[src/hdl/plen_pkg.sv]
// shared types and constants for the polyline length accumulator
// no dependencies; used by plen_sqrt, plen_store and the top level
package plen_pkg;

    // field widths
    localparam int COORD_W   = 16;
    localparam int INDEX_W   = 8;
    localparam int COUNT_O_W = 9;
    localparam int LEN_W     = 32;

    // square root datapath
    localparam int SQ_W   = 2 * COORD_W;     // one square, 16x16
    localparam int RAD_W  = SQ_W + 2;        // sum of squares, padded to even width
    localparam int ROOT_W = RAD_W / 2;       // root bits, one per step
    localparam int REM_W  = ROOT_W + 3;      // partial remainder
    localparam int STEP_W = $clog2(ROOT_W);

    // stream payload widths
    localparam int IN_DATA_W  = 40;          // x, y, index
    localparam int OUT_BITS   = COUNT_O_W + LEN_W + 2 * COORD_W + 1;
    localparam int OUT_DATA_W = ((OUT_BITS + 7) / 8) * 8;

    // item kinds
    localparam logic ACT_ADD  = 1'b0;
    localparam logic ACT_READ = 1'b1;

    typedef struct packed {
        logic [COORD_W-1:0] y;
        logic [COORD_W-1:0] x;
    } t_point;

    typedef enum logic [2:0] {
        S_IDLE,
        S_DIFF,
        S_MUL,
        S_SQRT,
        S_WAIT,
        S_COMMIT,
        S_READ,
        S_OUT
    } t_state;

endpackage

[src/hdl/plen_sqrt.sv]
// bit-serial floor square root, one result bit per cycle
// depends on plen_pkg
module plen_sqrt (
    input  logic                         i_clk,
    input  logic                         i_rst_n,
    input  logic                         i_start,
    input  logic [plen_pkg::RAD_W-1:0]   i_radicand,
    output logic                         o_done,
    output logic [plen_pkg::ROOT_W-1:0]  o_root
);

    logic                          r_busy;
    logic                          r_done;
    logic [plen_pkg::RAD_W-1:0]    r_rad;
    logic [plen_pkg::REM_W-1:0]    r_rem;
    logic [plen_pkg::ROOT_W-1:0]   r_root;
    logic [plen_pkg::STEP_W-1:0]   r_step;

    logic [plen_pkg::REM_W-1:0]    w_rem_sh;
    logic [plen_pkg::REM_W-1:0]    w_trial;
    logic                          w_fit;

    // bring in the next two radicand bits and try the next root bit
    assign w_rem_sh = {r_rem[plen_pkg::REM_W-3:0], r_rad[plen_pkg::RAD_W-1 -: 2]};
    assign w_trial  = {1'b0, r_root, 2'b01};
    assign w_fit    = (w_rem_sh >= w_trial);

    // control
    always_ff @(posedge i_clk) begin
        if (!i_rst_n) begin
            r_busy <= 1'b0;
            r_done <= 1'b0;
            r_step <= '0;
        end else begin
            r_done <= 1'b0;
            if (i_start) begin
                r_busy <= 1'b1;
                r_step <= '0;
            end else if (r_busy) begin
                r_step <= r_step + plen_pkg::STEP_W'(1);
                if (r_step == plen_pkg::STEP_W'(plen_pkg::ROOT_W - 1)) begin
                    r_busy <= 1'b0;
                    r_done <= 1'b1;
                end
            end
        end
    end

    // digit shift registers
    always_ff @(posedge i_clk) begin
        if (i_start) begin
            r_rad  <= i_radicand;
            r_rem  <= '0;
            r_root <= '0;
        end else if (r_busy) begin
            r_rad <= {r_rad[plen_pkg::RAD_W-3:0], 2'b00};
            if (w_fit) begin
                r_rem  <= w_rem_sh - w_trial;
                r_root <= {r_root[plen_pkg::ROOT_W-2:0], 1'b1};
            end else begin
                r_rem  <= w_rem_sh;
                r_root <= {r_root[plen_pkg::ROOT_W-2:0], 1'b0};
            end
        end
    end

    assign o_done = r_done;
    assign o_root = r_root;

endmodule

[config.mk]
export PLATFORM = sky130hd
export DESIGN_NAME = plen_sqrt
export DESIGN_NICKNAME = d
export VERILOG_FILES = /design/src/hdl/plen_pkg.sv /design/src/hdl/plen_sqrt.sv
export SDC_FILE = /design/constraint.sdc
export NUM_CORES = 1
export LEC_CHECK = 0
export BUFFER_PORTS_ARGS = -buffer_cell sky130_fd_sc_hd__buf_4
export CORE_AREA = 2 2 133 135
export DETAILED_ROUTE_END_ITERATION = 10
export DIE_AREA = 0 0 135 137
export PLACE_DENSITY = 0.37
export SLEW_MARGIN = 25
export SYNTH_ARGS = -nofsm -noshare
export SYNTH_HDL_FRONTEND = slang
export SYNTH_SLANG_ARGS = --single-unit
[constraint.sdc]
create_clock -name i_clk -period 2.52 [get_ports i_clk]
set_input_delay 0.504 -clock i_clk [delete_from_list [all_inputs] [get_ports i_clk]]
set_output_delay 0.504 -clock i_clk [all_outputs]
set_load 0.005 [all_outputs]
==> results by group <==
Critical path
  • Highest-delay cell along the critical path: sky130_fd_sc_hd__dfxtp_2
  • Crit Path Category: reg2reg
  • Startpoint type of the worst setup path: flip-flop
  • Arrival @ worst endpoint: 2650 ps
  • Max incr delay on CP: 350 ps
  • Worst path cell trace: inv_1 > ha_1 > a21o_1 > a211o_1 > nor4_4 > a21oi_4 > buf_12 > nor4b_1 > a311o_1
  • Largest fanout on the critical path: 26
  • Endpoint of the worst register-to-register path: r_rem[1]
  • Endpoint class of the critical path: flip-flop
  • FF-to-FF setup slack: 110 ps
  • Beginning of the worst register-to-register path: o_root[15]
  • Critical Path Source: o_root[15]
  • Worst endpoint required time: 2750 ps
  • Worst-case reg-to-reg path depth: 9

Clock network
  • Level count of the clock H-tree: 3
  • Num CTS Buffers: 9
  • Number of clock sinks: 76
  • Root buf cell: sky130_fd_sc_hd__clkbuf_16
  • CTS tree: built
  • Register clock-pin slew on the reported worst setup and hold paths: roughly 60 ps
  • Clk buf depth: 2
  • Clock network latency to the later pin of the worst-skew pair: 340 ps

Place
  • DP Worst Slack: 107 ps
  • Instance area after placement: 5010 sq um
  • Routability congestion estimate from global placement: 0.798
  • Port buffer count: 54
  • Cell Count Post-Placement: 694
  • Detailed-placement wirelength estimate: 7670 microns

STA
  • Total negative setup slack: 0 ps
  • Worst max-slew margin expressed relative to the limit: 53.8%
  • Endpoints failing hold: 0
  • Part of the cycle the worst path needs: between 90 and 100%
  • Unrepaired setup endpoints after global routing: no
  • Final setup skew: between 8 and 9 ps
  • Final setup viols: 0
  • Time the final worst path needs with I/O delays and setup: 2410 ps
  • Post-route setup slack: between 100 and 150 ps
  • Count of final max-slew check failures: 0
  • Actual slew at the worst max-slew pin: slightly below 700 ps
  • Peak Freq: between 400 and 500 MHz

Drt
  • Drt first pass iters: 4
  • Post-detailed-route DRC marker count: 0
  • Routed Wire Length: 10500 microns
  • Wire length per cell: 14.8 microns
  • Drt initial violations: 164
  • Overall via count from detail_route: 3234
  • Number of routed nets with antenna violations: 0
  • Per-cell via count in the routed design: around 4.5

Logic synthesis
  • Yosys Warn Count: 0
  • Area of the mapped netlist: 4180 sq um
  • Net count after synthesis: 467
  • Avg Inst Size Synth: 10.2 sq um
  • Primary flip-flop cell chosen by synthesis mapping: sky130_fd_sc_hd__dfxtp_1
  • Sequential element share of the synthesized area: 44.5%
  • Register bit total from synthesis: 76
  • Number of enable-type register cells in the synthesized netlist: 34
  • Post-synth ARST share: 0%
  • Library cells used by synthesis: 55
  • Mapped Cells: 409

Layout
  • Sequential cell area: 1860 sq um
  • Fin area: 5360 sq um
  • Antenna fix cells: 0
  • Nets@finish: 540
  • Most common cell after layout, fill and taps aside: sky130_fd_sc_hd__buf_4
  • Filler cell count: 1835
  • Relative area change from synthesis to final layout: 28.1%
  • Most frequent cells in the layout: 83 x sky130_fd_sc_hd__buf_4, 50 x sky130_fd_sc_hd__nor2_1, 40 x sky130_fd_sc_hd__dfxtp_1, 34 x sky130_fd_sc_hd__edfxtp_1, 33 x sky130_fd_sc_hd__mux2_2
  • Final cell count without fillers: 712
  • Area of the multi-input gates: 2140 sq um
  • Fraction of final layout cells with drive strength greater than 1: 30.0%

Pwr
  • Power per standard cell area: 1080 nW/um^2
  • VDD IR max: 0.000591 V
  • Leak pwr: 2.15 nW

GRT
  • Vias in the first global route: about 3300
  • Total routing usage reported by global routing: 12.1%
  • Total grt overflow: 0
  • Maximum number of pins on one net before global-route repair: 53
  • Number of antenna violations at the first check in global routing: 0
  • Global-route wire length before repair: 17300 microns

Min path
  • Min-delay src: i_rst_n
  • Endpoint of the worst hold path: r_busy
  • Path category of the worst min-delay check: in2reg
  • WHS Path Cells: 2

Floorplan
  • Height of the die: 137 microns
  • Die footprint: 18500 sq um
  • Standard cell core area: around 17000 sq um
  • I/O pin cnt: 55
  • Die extent in x: 135 microns
  • Row Count: 48
  • Initial core utilization: 24.5%

Outcome
  • Run status: complete, no violations

Job
  • Count of maximum capacitance violations: 0
[synth_stat cells, types with 2 or more instances]
| cell type | number | share of area [%] |
|---|---|---|
| sky130_fd_sc_hd__inv_1 | 29 | 2.6 |
| sky130_fd_sc_hd__o21a_1 | 3 | 0.54 |
| sky130_fd_sc_hd__xor2_1 | 6 | 1.3 |
| sky130_fd_sc_hd__o31ai_1 | 2 | 0.36 |
| sky130_fd_sc_hd__xnor2_1 | 11 | 2.3 |
| sky130_fd_sc_hd__nor2_1 | 50 | 4.5 |
| sky130_fd_sc_hd__dfxtp_1 | 42 | 20 |
| sky130_fd_sc_hd__o21ai_1 | 3 | 0.36 |
| sky130_fd_sc_hd__and2_1 | 2 | 0.30 |
| sky130_fd_sc_hd__mux2i_1 | 24 | 5.7 |
| sky130_fd_sc_hd__o221ai_1 | 4 | 0.84 |
| sky130_fd_sc_hd__o31a_1 | 2 | 0.42 |
| sky130_fd_sc_hd__edfxtp_1 | 34 | 24 |
| sky130_fd_sc_hd__clkbuf_2 | 2 | 0.24 |
| sky130_fd_sc_hd__nand4_1 | 6 | 0.90 |
| sky130_fd_sc_hd__o311a_1 | 2 | 0.48 |
| sky130_fd_sc_hd__and3_1 | 5 | 0.75 |
| sky130_fd_sc_hd__clkbuf_1 | 12 | 1.1 |
| sky130_fd_sc_hd__a21oi_1 | 18 | 2.2 |
| sky130_fd_sc_hd__a211oi_1 | 10 | 1.8 |
| sky130_fd_sc_hd__o21ai_0 | 4 | 0.48 |
| sky130_fd_sc_hd__a21o_1 | 6 | 1.1 |
| sky130_fd_sc_hd__nand3_1 | 12 | 1.4 |
| sky130_fd_sc_hd__or3_1 | 3 | 0.45 |
| sky130_fd_sc_hd__nor4_1 | 3 | 0.45 |
| sky130_fd_sc_hd__nand2b_1 | 6 | 0.90 |
| sky130_fd_sc_hd__ha_1 | 21 | 6.3 |
| sky130_fd_sc_hd__a311oi_1 | 3 | 0.63 |
| sky130_fd_sc_hd__nand4b_1 | 2 | 0.42 |
| sky130_fd_sc_hd__mux2_2 | 33 | 8.9 |
| sky130_fd_sc_hd__o211ai_1 | 2 | 0.36 |
| sky130_fd_sc_hd__o211a_1 | 2 | 0.48 |
| sky130_fd_sc_hd__nor3_1 | 6 | 0.72 |
| sky130_fd_sc_hd__nand2_1 | 13 | 1.2 |
| sky130_fd_sc_hd__buf_1 | 6 | 0.54 |
[flip-flops by register name, summed over array words and instances (netlist names)]
signal,count
o_done,1
o_root,17
r_busy,1
r_rad,34
r_rem,18
r_step,5
[cell type report]
cell class | instances | area share, %
clock buffers | 9 | 4.20
multi-input cells | 281 | 39.9
well taps | 225 | 5.25
repair buffers | 85 | 12.4
inverters | 29 | 2.03
clock inverters | 7 | 1.42
flip-flops and latches | 76 | 34.8
[worst max path at each step]
stage / to / slack, ps
global route: r_rem[1] / 1
finish: r_rem[1] / 110
global placement: r_rem[6] / 130
CTS: r_rem[12] / 80
detailed placement: r_rem[6] / 110
floorplan: r_rem[9] / 280
[timing repair]
item	4_1_cts	5_1_grt
resized for setup	0	7
setup endpoints to repair	0	11
endpoints found under the hold margin	0	0
hold buffers	0	0
buffers inserted	0	2
[worst max-delay path, delay by kind of cell, from the launching register on]
kind / cells / cell delay, ps
AOI/OAI and AO/OA: 4 / 940
and+or+nand+nor: 2 / 500
DFF: 1 / 350
adders and majority gates: 1 / 300
buffers and inverters: 2 / 220
[cell families (layout without fill, tap and decap cells)]
logic type,count (synthesis),in the layout,synth area share (%)
multiplexers,57,57,14.6
XOR/XNOR,17,17,3.56
flip-flops,76,76,44.5
buffers and inverters,52,130,5.03
AO/OA/AOI/OAI,71,71,12.4
adder cells (fa/ha/maj),21,21,6.28
AND/OR/NAND/NOR,115,115,13.6
[report_power, final]
part | internal [mW] | switching (mW)
sequential | 1.47 | 0.113
clock | 0.773 | 0.554
combinational | 1.36 | 1.50
total | 3.60 | 2.17
[through the flow]
stage               hold WS (ps)  total power [mW]  util [%]
finish                       391              5.76      31.4
detailed placement           500              4.39      29.4
global placement             500              4.40      29.4
floorplan                    465              3.60         -
CTS                          378              5.76      31.2
global route                 411              6.20      31.4
[metal layers]
layer  vias to the layer above  share of wire (%)  GRT usage (%)
li1                       1623                  -              -
met1                      1552                 45           15.1
met5                         -                  0              0
met4                         0                1.6           4.17
met2                        48                 48           19.7
met3                        11                4.9           3.96
No activity file was read; power rests on OpenSTA's default activity.
